$ cat src/hdl/rer_pkg.sv
// shared types and constants of the rtt estimator and timeout block
package rer_pkg;

  localparam int FlowCount  = 16;
  localparam int FlowW      = 4;
  localparam int FlowCntW   = FlowW + 1;
  localparam int DataW      = 24;
  localparam int CfgIdxW    = 2;
  localparam int QueueDepth = 2;
  localparam int QueuePtrW  = 1;
  localparam int QueueCntW  = 2;

  localparam logic [DataW-1:0] MinTimeoutRst     = DataW'(1000);
  localparam logic [DataW-1:0] MaxTimeoutRst     = DataW'(60000);
  localparam logic [DataW-1:0] InitialTimeoutRst = DataW'(1000);

  typedef enum logic [CfgIdxW-1:0] {
    CFG_MIN_TIMEOUT     = 2'd0,
    CFG_MAX_TIMEOUT     = 2'd1,
    CFG_INITIAL_TIMEOUT = 2'd2
  } cfg_idx_e;

  typedef enum logic {
    ACT_SAMPLE = 1'b0,
    ACT_RESET  = 1'b1
  } action_e;

  typedef enum logic [1:0] {
    OP_SAMPLE,
    OP_RESET,
    OP_IGNORE
  } op_e;

  typedef enum logic [1:0] {
    ST_FETCH,
    ST_CALC,
    ST_DONE
  } back_state_e;

  typedef struct packed {
    op_e              op;
    logic [FlowW-1:0] flow;
    logic [DataW-1:0] sample;
  } job_t;

  typedef struct packed {
    logic [DataW-1:0] min_timeout;
    logic [DataW-1:0] max_timeout;
    logic [DataW-1:0] initial_timeout;
  } cfg_t;

endpackage

$ cat src/hdl/rer_in_if.sv
// input channel: one rtt sample or flow reset per transfer
interface rer_in_if;
  import rer_pkg::*;

  logic             valid;
  logic             ready;
  logic             action;
  logic [FlowW-1:0] flow_index;
  logic [DataW-1:0] meas_rtt;

  modport source (output valid, output action, output flow_index, output meas_rtt,
                  input ready);
  modport sink   (input valid, input action, input flow_index, input meas_rtt,
                  output ready);
endinterface

$ cat src/hdl/rer_out_if.sv
// output channel: updated timeout and estimator values per transfer
interface rer_out_if;
  import rer_pkg::*;

  logic             valid;
  logic             ready;
  logic [DataW-1:0] rto_val;
  logic [DataW-1:0] smoothed_rtt;
  logic [DataW-1:0] rtt_variation;

  modport source (output valid, output rto_val, output smoothed_rtt,
                  output rtt_variation, input ready);
  modport sink   (input valid, input rto_val, input smoothed_rtt,
                  input rtt_variation, output ready);
endinterface

$ cat src/hdl/rer_front.sv
// front end: accepts items, classifies them and queues them for the back end
module rer_front
  import rer_pkg::*;
(
  input  logic  clk_i,
  input  logic  rst_ni,
  rer_in_if.sink in_ch,
  output logic  job_valid_o,
  output job_t  job_o,
  input  logic  job_pop_i
);

  job_t                 queue_q [QueueDepth];
  logic [QueuePtrW-1:0] wr_ptr_q, wr_ptr_d;
  logic [QueuePtrW-1:0] rd_ptr_q, rd_ptr_d;
  logic [QueueCntW-1:0] count_q, count_d;
  logic                 push, pop;
  job_t                 job_in;

  assign in_ch.ready = (count_q != QueueCntW'(QueueDepth));
  assign push        = in_ch.valid && in_ch.ready;
  assign pop         = job_pop_i && (count_q != '0);

  always_comb begin
    job_in.flow   = in_ch.flow_index;
    job_in.sample = (in_ch.meas_rtt == '0) ? DataW'(1) : in_ch.meas_rtt;
    if ({1'b0, in_ch.flow_index} >= FlowCntW'(FlowCount)) begin
      job_in.op = OP_IGNORE;
    end else if (action_e'(in_ch.action) == ACT_RESET) begin
      job_in.op = OP_RESET;
    end else begin
      job_in.op = OP_SAMPLE;
    end
  end

  always_comb begin
    wr_ptr_d = push ? wr_ptr_q + QueuePtrW'(1) : wr_ptr_q;
    rd_ptr_d = pop ? rd_ptr_q + QueuePtrW'(1) : rd_ptr_q;
    count_d  = count_q + QueueCntW'(push) - QueueCntW'(pop);
  end

  always_ff @(posedge clk_i or negedge rst_ni) begin
    if (!rst_ni) begin
      wr_ptr_q <= '0;
      rd_ptr_q <= '0;
      count_q  <= '0;
    end else begin
      wr_ptr_q <= wr_ptr_d;
      rd_ptr_q <= rd_ptr_d;
      count_q  <= count_d;
    end
  end

  always_ff @(posedge clk_i) begin
    if (push) begin
      queue_q[wr_ptr_q] <= job_in;
    end
  end

  assign job_valid_o = (count_q != '0);
  assign job_o       = queue_q[rd_ptr_q];

endmodule

$ cat src/hdl/rer_back.sv
// back end: per-flow estimator state, update arithmetic and output register
module rer_back
  import rer_pkg::*;
(
  input  logic  clk_i,
  input  logic  rst_ni,
  input  cfg_t  cfg_i,
  input  logic  job_valid_i,
  input  job_t  job_i,
  output logic  job_pop_o,
  rer_out_if.source out_ch
);

  back_state_e state_q, state_d;

  logic [DataW-1:0] srtt_store_q   [FlowCount];
  logic [DataW-1:0] rttvar_store_q [FlowCount];
  logic [FlowCount-1:0] valid_marks_q;

  job_t             job_q;
  logic             was_valid_q;
  logic [DataW-1:0] old_s_q, old_v_q;
  logic [DataW-1:0] new_s_q, new_v_q;
  logic [DataW-1:0] new_s_d, new_v_d;

  logic [DataW-1:0] diff;
  logic [DataW+2:0] var_sum;
  logic [DataW+3:0] srtt_sum;
  logic [DataW+2:0] rto_wide;
  logic [DataW-1:0] rto;

  logic             out_valid_q;
  logic [DataW-1:0] out_timeout_q, out_srtt_q, out_var_q;

  logic fetch, finish, out_free;

  assign out_free = !out_valid_q || out_ch.ready;

  always_comb begin
    state_d = state_q;
    fetch   = 1'b0;
    finish  = 1'b0;
    case (state_q)
      ST_FETCH: begin
        if (job_valid_i) begin
          fetch   = 1'b1;
          state_d = ST_CALC;
        end
      end
      ST_CALC: begin
        state_d = ST_DONE;
      end
      ST_DONE: begin
        if (out_free) begin
          finish  = 1'b1;
          state_d = ST_FETCH;
        end
      end
      default: begin
        state_d = ST_FETCH;
      end
    endcase
  end

  assign job_pop_o = fetch;

  // estimator update
  always_comb begin
    diff     = (old_s_q > job_q.sample) ? old_s_q - job_q.sample : job_q.sample - old_s_q;
    var_sum  = (DataW+3)'({old_v_q, 1'b0}) + (DataW+3)'(old_v_q) + (DataW+3)'(diff);
    srtt_sum = (DataW+4)'({old_s_q, 3'b000}) - (DataW+4)'(old_s_q) + (DataW+4)'(job_q.sample);
    case (job_q.op)
      OP_SAMPLE: begin
        if (was_valid_q) begin
          new_s_d = srtt_sum[DataW+2:3];
          new_v_d = var_sum[DataW+1:2];
        end else begin
          new_s_d = job_q.sample;
          new_v_d = {1'b0, job_q.sample[DataW-1:1]};
        end
      end
      default: begin
        new_s_d = '0;
        new_v_d = '0;
      end
    endcase
  end

  // timeout with clamps, raise first then cut
  always_comb begin
    rto_wide = (DataW+3)'(new_s_q) + {1'b0, new_v_q, 2'b00};
    if (rto_wide < (DataW+3)'(cfg_i.min_timeout)) begin
      rto_wide = (DataW+3)'(cfg_i.min_timeout);
    end
    if (rto_wide > (DataW+3)'(cfg_i.max_timeout)) begin
      rto_wide = (DataW+3)'(cfg_i.max_timeout);
    end
    case (job_q.op)
      OP_SAMPLE: rto = rto_wide[DataW-1:0];
      OP_RESET:  rto = cfg_i.initial_timeout;
      default:   rto = '0;
    endcase
  end

  always_ff @(posedge clk_i or negedge rst_ni) begin
    if (!rst_ni) begin
      state_q       <= ST_FETCH;
      valid_marks_q <= '0;
      out_valid_q   <= 1'b0;
    end else begin
      state_q <= state_d;
      if (finish) begin
        out_valid_q <= 1'b1;
        if (job_q.op == OP_SAMPLE) begin
          valid_marks_q[job_q.flow] <= 1'b1;
        end else if (job_q.op == OP_RESET) begin
          valid_marks_q[job_q.flow] <= 1'b0;
        end
      end else if (out_ch.ready) begin
        out_valid_q <= 1'b0;
      end
    end
  end

  always_ff @(posedge clk_i) begin
    if (fetch) begin
      job_q       <= job_i;
      was_valid_q <= valid_marks_q[job_i.flow];
      old_s_q     <= srtt_store_q[job_i.flow];
      old_v_q     <= rttvar_store_q[job_i.flow];
    end
    if (state_q == ST_CALC) begin
      new_s_q <= new_s_d;
      new_v_q <= new_v_d;
    end
    if (finish) begin
      out_timeout_q <= rto;
      out_srtt_q    <= new_s_q;
      out_var_q     <= new_v_q;
      if (job_q.op != OP_IGNORE) begin
        srtt_store_q[job_q.flow]   <= new_s_q;
        rttvar_store_q[job_q.flow] <= new_v_q;
      end
    end
  end

  assign out_ch.valid         = out_valid_q;
  assign out_ch.rto_val       = out_timeout_q;
  assign out_ch.smoothed_rtt  = out_srtt_q;
  assign out_ch.rtt_variation = out_var_q;

endmodule

$ cat src/hdl/rtt_estimator_rto_top.sv
// top level of the per-flow rtt estimator with retransmission timeout
//
// in_ch carries one item per transfer: an action (rtt sample or flow
// reset), a flow index and a sample in ms. out_ch returns exactly one
// result per item, in order: the new timeout, smoothed rtt and variation.
// The front end takes items into a two-entry queue while the back end
// works, so in_ch stays ready until the queue is full.
// The back end handles one item at a time: fetch of the flow state,
// estimator update, timeout clamp and write-back. It takes the next item
// from the queue only after the last one went to the output register.
// A result waits in the output register while out_ch is stalled; the
// back end then holds its finished item and the queue fills behind it.
// Reset empties the queue, drops the output, clears every flow's valid
// mark and loads the timeout limits with their defaults. The cfg port
// writes min, max and initial timeout by index; the user must do so only
// while the block is idle, as the block itself does not enforce this.
module rtt_estimator_rto_top
  import rer_pkg::*;
(
  input  logic               clk_i,
  input  logic               rst_ni,
  input  logic               cfg_we_i,
  input  logic [CfgIdxW-1:0] cfg_idx_i,
  input  logic [DataW-1:0]   cfg_data_i,
  rer_in_if.sink             in_ch,
  rer_out_if.source          out_ch
);

  cfg_t cfg_q;
  logic job_valid, job_pop;
  job_t job;

  always_ff @(posedge clk_i or negedge rst_ni) begin
    if (!rst_ni) begin
      cfg_q.min_timeout     <= MinTimeoutRst;
      cfg_q.max_timeout     <= MaxTimeoutRst;
      cfg_q.initial_timeout <= InitialTimeoutRst;
    end else if (cfg_we_i) begin
      case (cfg_idx_e'(cfg_idx_i))
        CFG_MIN_TIMEOUT:     cfg_q.min_timeout     <= cfg_data_i;
        CFG_MAX_TIMEOUT:     cfg_q.max_timeout     <= cfg_data_i;
        CFG_INITIAL_TIMEOUT: cfg_q.initial_timeout <= cfg_data_i;
        default: ;
      endcase
    end
  end

  rer_front u_front (
    .clk_i       (clk_i),
    .rst_ni      (rst_ni),
    .in_ch       (in_ch),
    .job_valid_o (job_valid),
    .job_o       (job),
    .job_pop_i   (job_pop)
  );

  rer_back u_back (
    .clk_i       (clk_i),
    .rst_ni      (rst_ni),
    .cfg_i       (cfg_q),
    .job_valid_i (job_valid),
    .job_i       (job),
    .job_pop_o   (job_pop),
    .out_ch      (out_ch)
  );

endmodule
$ cat src/flat_wrapper.sv
// flat-port wrapper written by rule: the top's interface ports become plain ports
module rtt_estimator_rto_top_flat import rer_pkg::*;
  (clk_i, rst_ni, cfg_we_i, cfg_idx_i, cfg_data_i, in_ch_valid, in_ch_action, in_ch_flow_index, in_ch_meas_rtt, in_ch_ready, out_ch_valid, out_ch_rto_val, out_ch_smoothed_rtt, out_ch_rtt_variation, out_ch_ready);
  rer_in_if in_ch_i ();
  rer_out_if out_ch_i ();
  input  logic clk_i;
  input  logic rst_ni;
  input  logic cfg_we_i;
  input  logic [CfgIdxW-1:0] cfg_idx_i;
  input  logic [DataW-1:0] cfg_data_i;
  input wire logic [$bits(in_ch_i.valid)-1:0] in_ch_valid;
  input wire logic [$bits(in_ch_i.action)-1:0] in_ch_action;
  input wire logic [$bits(in_ch_i.flow_index)-1:0] in_ch_flow_index;
  input wire logic [$bits(in_ch_i.meas_rtt)-1:0] in_ch_meas_rtt;
  output wire logic [$bits(in_ch_i.ready)-1:0] in_ch_ready;
  output wire logic [$bits(out_ch_i.valid)-1:0] out_ch_valid;
  output wire logic [$bits(out_ch_i.rto_val)-1:0] out_ch_rto_val;
  output wire logic [$bits(out_ch_i.smoothed_rtt)-1:0] out_ch_smoothed_rtt;
  output wire logic [$bits(out_ch_i.rtt_variation)-1:0] out_ch_rtt_variation;
  input wire logic [$bits(out_ch_i.ready)-1:0] out_ch_ready;
  assign in_ch_i.valid = in_ch_valid;
  assign in_ch_i.action = in_ch_action;
  assign in_ch_i.flow_index = in_ch_flow_index;
  assign in_ch_i.meas_rtt = in_ch_meas_rtt;
  assign in_ch_ready = in_ch_i.ready;
  assign out_ch_valid = out_ch_i.valid;
  assign out_ch_rto_val = out_ch_i.rto_val;
  assign out_ch_smoothed_rtt = out_ch_i.smoothed_rtt;
  assign out_ch_rtt_variation = out_ch_i.rtt_variation;
  assign out_ch_i.ready = out_ch_ready;
  rtt_estimator_rto_top u_core (.clk_i(clk_i), .rst_ni(rst_ni), .cfg_we_i(cfg_we_i), .cfg_idx_i(cfg_idx_i), .cfg_data_i(cfg_data_i), .in_ch(in_ch_i), .out_ch(out_ch_i));
endmodule
$ cat config.mk
export PLATFORM = sky130hd
export DESIGN_NAME = rtt_estimator_rto_top_flat
export DESIGN_NICKNAME = d
export VERILOG_FILES = /design/src/hdl/rer_pkg.sv /design/src/hdl/rer_in_if.sv /design/src/hdl/rer_out_if.sv /design/src/hdl/rer_front.sv /design/src/hdl/rer_back.sv /design/src/hdl/rtt_estimator_rto_top.sv /design/src/flat_wrapper.sv
export SDC_FILE = /design/constraint.sdc
export NUM_CORES = 2
export LEC_CHECK = 0
export BUFFER_PORTS_ARGS = -buffer_cell sky130_fd_sc_hd__buf_4
export CORE_MARGIN = 3
export CORE_UTILIZATION = 51
export CTS_CLUSTER_SIZE = 40
export DETAILED_ROUTE_END_ITERATION = 8
export PLACE_DENSITY = 0.67
export SLEW_MARGIN = 10
export SYNTH_ARGS = -nofsm -noshare
export SYNTH_HDL_FRONTEND = slang
export SYNTH_SLANG_ARGS = --single-unit
$ cat constraint.sdc
create_clock -name clk_i -period 10.9 [get_ports clk_i]
set_clock_uncertainty 0.05 [all_clocks]
set_input_delay 1.635 -clock clk_i [delete_from_list [all_inputs] [get_ports clk_i]]
set_output_delay 1.635 -clock clk_i [all_outputs]
set_load 0.1 [all_outputs]
Yosys cells after proc, flatten, opt, wreduce, memory -nomap -nowiden
Memories as Yosys holds them, arrays and structs flattened. A register that Yosys moved wholly into a read port is not among the register bits.
Cells that the tools add are included.
{"block": "word_totals", "regBits": 246, "mem_bits_rw": 826, "in_bits": 60, "out_inout_bits": 74, "word_cells": 97, "n_memories": 3}
{"block": "classes", "add_sub_neg": 11, "magnitude_cmp": 6, "n_eq_ne": 9, "muxes": 28, "bitwise": 3, "n_reduce_logical": 18}
{"name": "u_core.u_back.rttvar_store_q", "depth": 16, "width": 24, "read_ports": 1, "rd_clocked_by_memory_dff": 1, "write_ports": 1, "line": "rer_back.sv:17", "rtl": "logic [DataW-1:0] rttvar_store_q [FlowCount];"}
{"name": "u_core.u_back.srtt_store_q", "depth": 16, "width": 24, "read_ports": 1, "rd_clocked_by_memory_dff": 1, "write_ports": 1, "line": "rer_back.sv:16", "rtl": "logic [DataW-1:0] srtt_store_q [FlowCount];"}
{"name": "u_core.u_front.queue_q", "depth": 2, "width": 29, "read_ports": 1, "rd_clocked_by_memory_dff": 0, "write_ports": 1, "line": "rer_front.sv:13", "rtl": "job_t queue_q [QueueDepth];"}
{"operator": "$mux W24", "count": 4}
{"operator": "$pmux W24 S2", "count": 1}
{"operator": "$sub A24 B24 Y24", "count": 2}
{"operator": "$mux W16", "count": 2}
{"operator": "$add A24 B26 Y27", "count": 1}
{"operator": "$add A27 B24 Y27", "count": 1}
{"operator": "$gt A27 B24 Y1", "count": 1}
{"operator": "$lt A27 B24 Y1", "count": 1}
{"operator": "$mux W27", "count": 1}
{"operator": "$sub A27 B24 Y27", "count": 1}
{"operator": "$add A25 B24 Y26", "count": 1}
{"operator": "$add A26 B24 Y26", "count": 1}
{"operator": "$gt A24 B24 Y1", "count": 1}
{"operator": "$logic_not A24 Y1", "count": 1}
{"operator": "$mux W23", "count": 1}
{"operator": "$and A16 B16 Y16", "count": 1}
{"operator": "$not A16 Y16", "count": 1}
{"operator": "$or A16 B16 Y16", "count": 1}
{"operator": "$mux W1", "count": 14}
{"operator": "$reduce_and A2 Y1", "count": 6}
{"operator": "$lt A4 B5 Y1 const B", "count": 2}
{"operator": "$eq A2 B1 Y1 const B", "count": 3}
{"operator": "$logic_not A2 Y1", "count": 3}
{"operator": "$ne A2 B2 Y1 const B", "count": 3}
{"operator": "other kinds (14)", "count": 21}

Longest topological paths before layout
{"block": "depth", "word_depth": 8, "ltp_mapped": 32, "depth_no_buf": 28}

By module
A second synthesis with hierarchy kept.
{"block": "unflattened", "hier_cells": 3111, "area_unflattened_um2": 50910.1}
{"module": "rer_back", "n_inst": 1, "cells_each": 2812, "area_per_inst_um2": 45712.6, "seq_area_each_um2": 29513.3}
{"module": "rtt_estimator_rto_top", "n_inst": 1, "cells_each": 153, "area_per_inst_um2": 2742.6, "seq_area_each_um2": 1825.5}
{"module": "rer_front", "n_inst": 1, "cells_each": 146, "area_per_inst_um2": 2454.9, "seq_area_each_um2": 1841.8}

Worst setup path before layout
Ideal clock, no wire load.
{"block": "synth_timing", "kind": "input to register", "from": "input out_ch_ready", "to": "register with a tool-made name", "setup_time_ns": 0.081, "arrival_time_ns": 9.731, "t_required_ns": 10.769, "slack_ns": 1.038, "stages": 5, "n_path_buf": 0, "path_cell_list": "nand2b_1 > nor2b_1 > nand3_1 > nor3_1 > mux2_2"}
{"element": "from (decl)", "line": "flat_wrapper.sv:20", "rtl": "input wire logic [$bits(out_ch_i.ready)-1:0] out_ch_ready;"}

Worst setup path after layout
{"block": "layout_timing", "from": "register u_core.u_back.new_v_q[4]", "to": "register u_core.u_back.out_timeout_q[21], in the netlist u_core.u_back.out_ch.rto_val[21] (data pin)"}
{"block": "layout_between", "elab_chain_len": 6}
{"element": "from (decl)", "line": "rer_back.sv:23", "rtl": "logic [DataW-1:0] new_s_q, new_v_q;"}
{"element": "from (signal assigned)", "line": "rer_back.sv:134", "rtl": "new_v_q <= new_v_d;"}
{"element": "$add A24 B26 Y27 *", "line": "rer_back.sv:91", "rtl": "rto_wide = (DataW+3)'(new_s_q) + {1'b0, new_v_q, 2'b00};"}
{"element": "$lt A27 B24 Y1", "line": "rer_back.sv:92", "rtl": "if (rto_wide < (DataW+3)'(cfg_i.min_timeout)) begin"}
{"element": "$mux W27 *", "line": "rer_back.sv:92"}
{"element": "$gt A27 B24 Y1", "line": "rer_back.sv:95", "rtl": "if (rto_wide > (DataW+3)'(cfg_i.max_timeout)) begin"}
{"element": "$mux W24 *", "line": "rer_back.sv:95"}
{"element": "$pmux W24 S2 *", "line": "rer_back.sv:98", "rtl": "case (job_q.op)"}
{"element": "net u_core.u_back.rto[21]", "line": "rer_back.sv:30", "rtl": "logic [DataW-1:0] rto;"}
{"element": "to (signal assigned)", "line": "rer_back.sv:137", "rtl": "out_timeout_q <= rto;"}
{"element": "to (decl)", "line": "rer_back.sv:33", "rtl": "logic [DataW-1:0] out_timeout_q, out_srtt_q, out_var_q;"}
Mark *: on every way through the listed nets, which the timed path passes. The rest lies on a longest branch.
A chain may end at the register's enable or synchronous reset.

==> results by group <==
Die
  – Die ar.: 105,700 µm²
  – Die Y: 325.2 µm
  – Core outline area: 100,600 µm²
  – Io pins: 134
  – Die width: 325.2 µm
  – Row count: 116
  – Starting Density: 51.66%

Setup path
  – Setup Crit Path Kind: flop to flop
  – Internal reg-to-reg setup slack: 2.52 ns
  – Worst setup SP type: flop
  – Most frequent CP cell: ha_1
  – Worst Path Arrival: 8.78 ns
  – Critical Path End Type: flop
  – Critical path, cell by cell: ha_1 > and4_1 > o21ai_1 > o31ai_1 > o21a_1 > nor2_1 > xnor2_1 > ha_1 > a21o_1 > a211oi_1 > o2111ai_1 > o31ai_1 > and4_1 > nand2_4 > mux2_4 > ha_1 > nand4_1 > nor4_1 > o21ai_0 > a21oi_1 > o21a_1 > nor3_1 > a221o_1
  – Slowest cell on crit path: o21a_1
  – CP Max Fanout: 35
  – CP max stage delay: 0.87 ns
  – WP data required: 11.30 ns

Yosys
  – Compound-cell area share of the yosys netlist: 8.688%
  – Post-Synth Simple-Gate Area: 14.19%
  – Cells after Synth: 4,317
  – Post-synthesis mux area share: 2.447%
  – Syn. warnings: 0
  – EDFF count, synth: 1,024
  – Synth Area in XOR/XNOR: 1.399%
  – Adder-cell area share of the yosys netlist: 5.885%
  – Synth unique cells: 92
  – Seq cells post-synth: 1,119
  – Cell area after synthesis: 51,960 µm²
  – Net count after synthesis: 4,592
  – Seq/Total Area, Yosys: 63.80%
  – Mean Syn Cell Area: 12.04 µm²
  – Largest family of logic cells by synthesized area: simple AND/OR/NAND/NOR gates
  – Ys flop type: edfxtp_1
  – Async S/R FF share, synth: 8.490%

Timing
  – RSZ-0062 raised after global routing: false
  – Peak Freq: 0.1193 GHz
  – Slew Limit Headroom: 20.82%
  – Worst Tran Pin Value: 1.186 ns
  – WHS: 0.4537 ns
  – Count of final setup violators: 0
  – Worst Slack Setup Final: 2.521 ns
  – Tcrit/Tclk final: 76.87%
  – Final hold viol count: 0
  – Max Slew Vio Count: 0
  – Minimum clock period: 8.379 ns
  – Setup TNS Final: 0 ns

Finish
  – Nets: 4,655
  – Most frequent cells in the layout: 1,024 x edfxtp_1, 912 x nand2_1, 425 x nand3_1, 239 x inv_1, 191 x buf_4
  – Most common cell after layout, fill and taps aside: edfxtp_1
  – Fillcell total: 8,046
  – ANT cells: 0
  – Fraction of layout cells with a size suffix above 1: 12.05%
  – Area grow syn2layout: 11.80%

Placed design
  – HPWL Detailed: 90,510 µm
  – Global placement routability congestion: 0.9369
  – # port buffers: 133
  – Setup WS pre-CTS: 2.694 ns

Run
  – Max Cap Viol: 0

Drt
  – Vias per inst: 6.045
  – DR vias: 35,251
  – Routed len/inst: 25.62 µm
  – Starting DRT DRC Count: 4,198
  – Final WL: 149,400 µm
  – Number of remaining DRC errors: 0
  – 1st-pass router iterations: 6
  – DRT antenna net count: 0

CTS
  – Hold_buf cts: 0
  – Clock slew at reported path FFs: 0.07 ns
  – CTS Root Cell: clkbuf_16
  – CTS tree: built
  – Clock Path Buffers: 3
  – CTS Buf Count: 112
  – Postcts setup bufs: 0
  – Clock Latency Late Sink: 0.72 ns
  – Resized cells post-CTS: 0
  – H-Tree Depth: 3
  – Clock Sink Count: 1,119

Global route
  – Initial antenna violation count: 10
  – Gr usage total: 27.74%
  – Grt ovf: 0
  – First-pass GRT wire length: 219,600 µm
  – Largest net degree at the start of global routing: 160
  – Number of global-route vias before repair: 33,299

Min path
  – Hold WC Path Type: flop to flop

Run status
  – Outcome: completed
==> critical path, delay by kind of cell (launching register included) <==
kind	cells	cell delay [ns]
simple gates	7	1.80
xor+xnor	1	0.40
mux	1	0.42
fa+ha+maj	3	1.18
compound gates	11	3.50
flops	1	0.77
==> logic make-up after synthesis <==
family	after synthesis
compound gates	649
simple gates	1652
xor+xnor	80
fa+ha+maj	215
flops	1119
buf+inv	488
mux	114
==> layer usage <==
| metal | vias to the layer above | track usage, % | routed length [µm] |
|---|---|---|---|
| li1 | 15838 | - | - |
| met1 | 17531 | 39.93 | 62410 |
| met2 | 1637 | 43.31 | 69150 |
| met3 | 237 | 5.107 | 13650 |
| met4 | 8 | 8.138 | 4115 |
| met5 | - | 0 | 56 |
==> synth_stat cells, drive strengths merged, types with 11 or more instances <==
cell	n	share of area [%]
xor2	27	0.46
a21o	46	0.66
nand2	913	6.6
ha	166	4.0
nand2b	34	0.41
nor3	46	0.54
o21ai	103	0.99
a2111oi	15	0.40
xnor2	53	0.94
o31ai	24	0.37
fa	49	1.9
mux2i	19	0.37
nand4	19	0.24
o211ai	13	0.19
clkbuf	213	1.5
nand3	425	4.1
dfstp	19	0.96
and2	12	0.14
and3	58	0.70
inv	241	1.7
o21a	28	0.40
edfxtp	1024	59
a311oi	102	1.7
mux2	95	2.1
buf	33	0.31
a211oi	24	0.36
dfrtp	76	3.7
a31oi	72	0.90
nor2b	15	0.18
o2111ai	11	0.19
a21oi	150	1.5
nor2	88	0.65
==> registers in the layout, indices dropped and copies added, names as in the netlist, 29 cells and up, named ones only <==
signal,flops
u_core.u_front.queue_q,58
u_core.u_back.rttvar_store_q,384
u_core.u_back.srtt_store_q,384
u_core.u_back.job_q,29
u_core.cfg_q,72
==> metrics by stage <==
stage,instances,instance area [µm²],util (%)
2_1_floorplan,4317,51960,-
3_3_place_gp,5623,54420,54.11
3_5_place_dp,5623,54420,54.11
4_1_cts,5831,58090,57.76
5_1_grt,5831,58090,57.76
6_report,5831,58090,57.76
==> cell type report <==
type | count | area [µm²] | area share, %
sequential | 1119 | 33150 | 57.07
multi-input combinational | 2710 | 17140 | 29.50
clock buffer | 152 | 3074 | 5.292
tap | 1357 | 1698 | 2.923
timing repair buffer | 195 | 1514 | 2.606
inverter | 242 | 922.1 | 1.587
clock inverter | 56 | 596.8 | 1.027
==> worst paths after layout <==
| kind | start | depth (start not counted) | to |
|---|---|---|---|
| worst max register to register | u_core.u_back.new_v_q[4] | 23 | u_core.u_back.out_ch.rto_val[21] |
| worst min-delay path | u_core.u_back.state_q[0] | 1 | u_core.u_back.state_q[0] |
| worst min register to register | u_core.u_back.state_q[0] | 1 | u_core.u_back.state_q[0] |
| worst max-delay path | u_core.u_back.new_v_q[4] | 23 | u_core.u_back.out_ch.rto_val[21] |
| max in group asynchronous | rst_ni | 2 | u_core.cfg_q[47] |
| min in group asynchronous | rst_ni | 1 | u_core.cfg_q[42] |
Power is left out: the tool's default activity adds up to more than one toggle a clock period on the data nets, which glitch-free logic cannot reach.
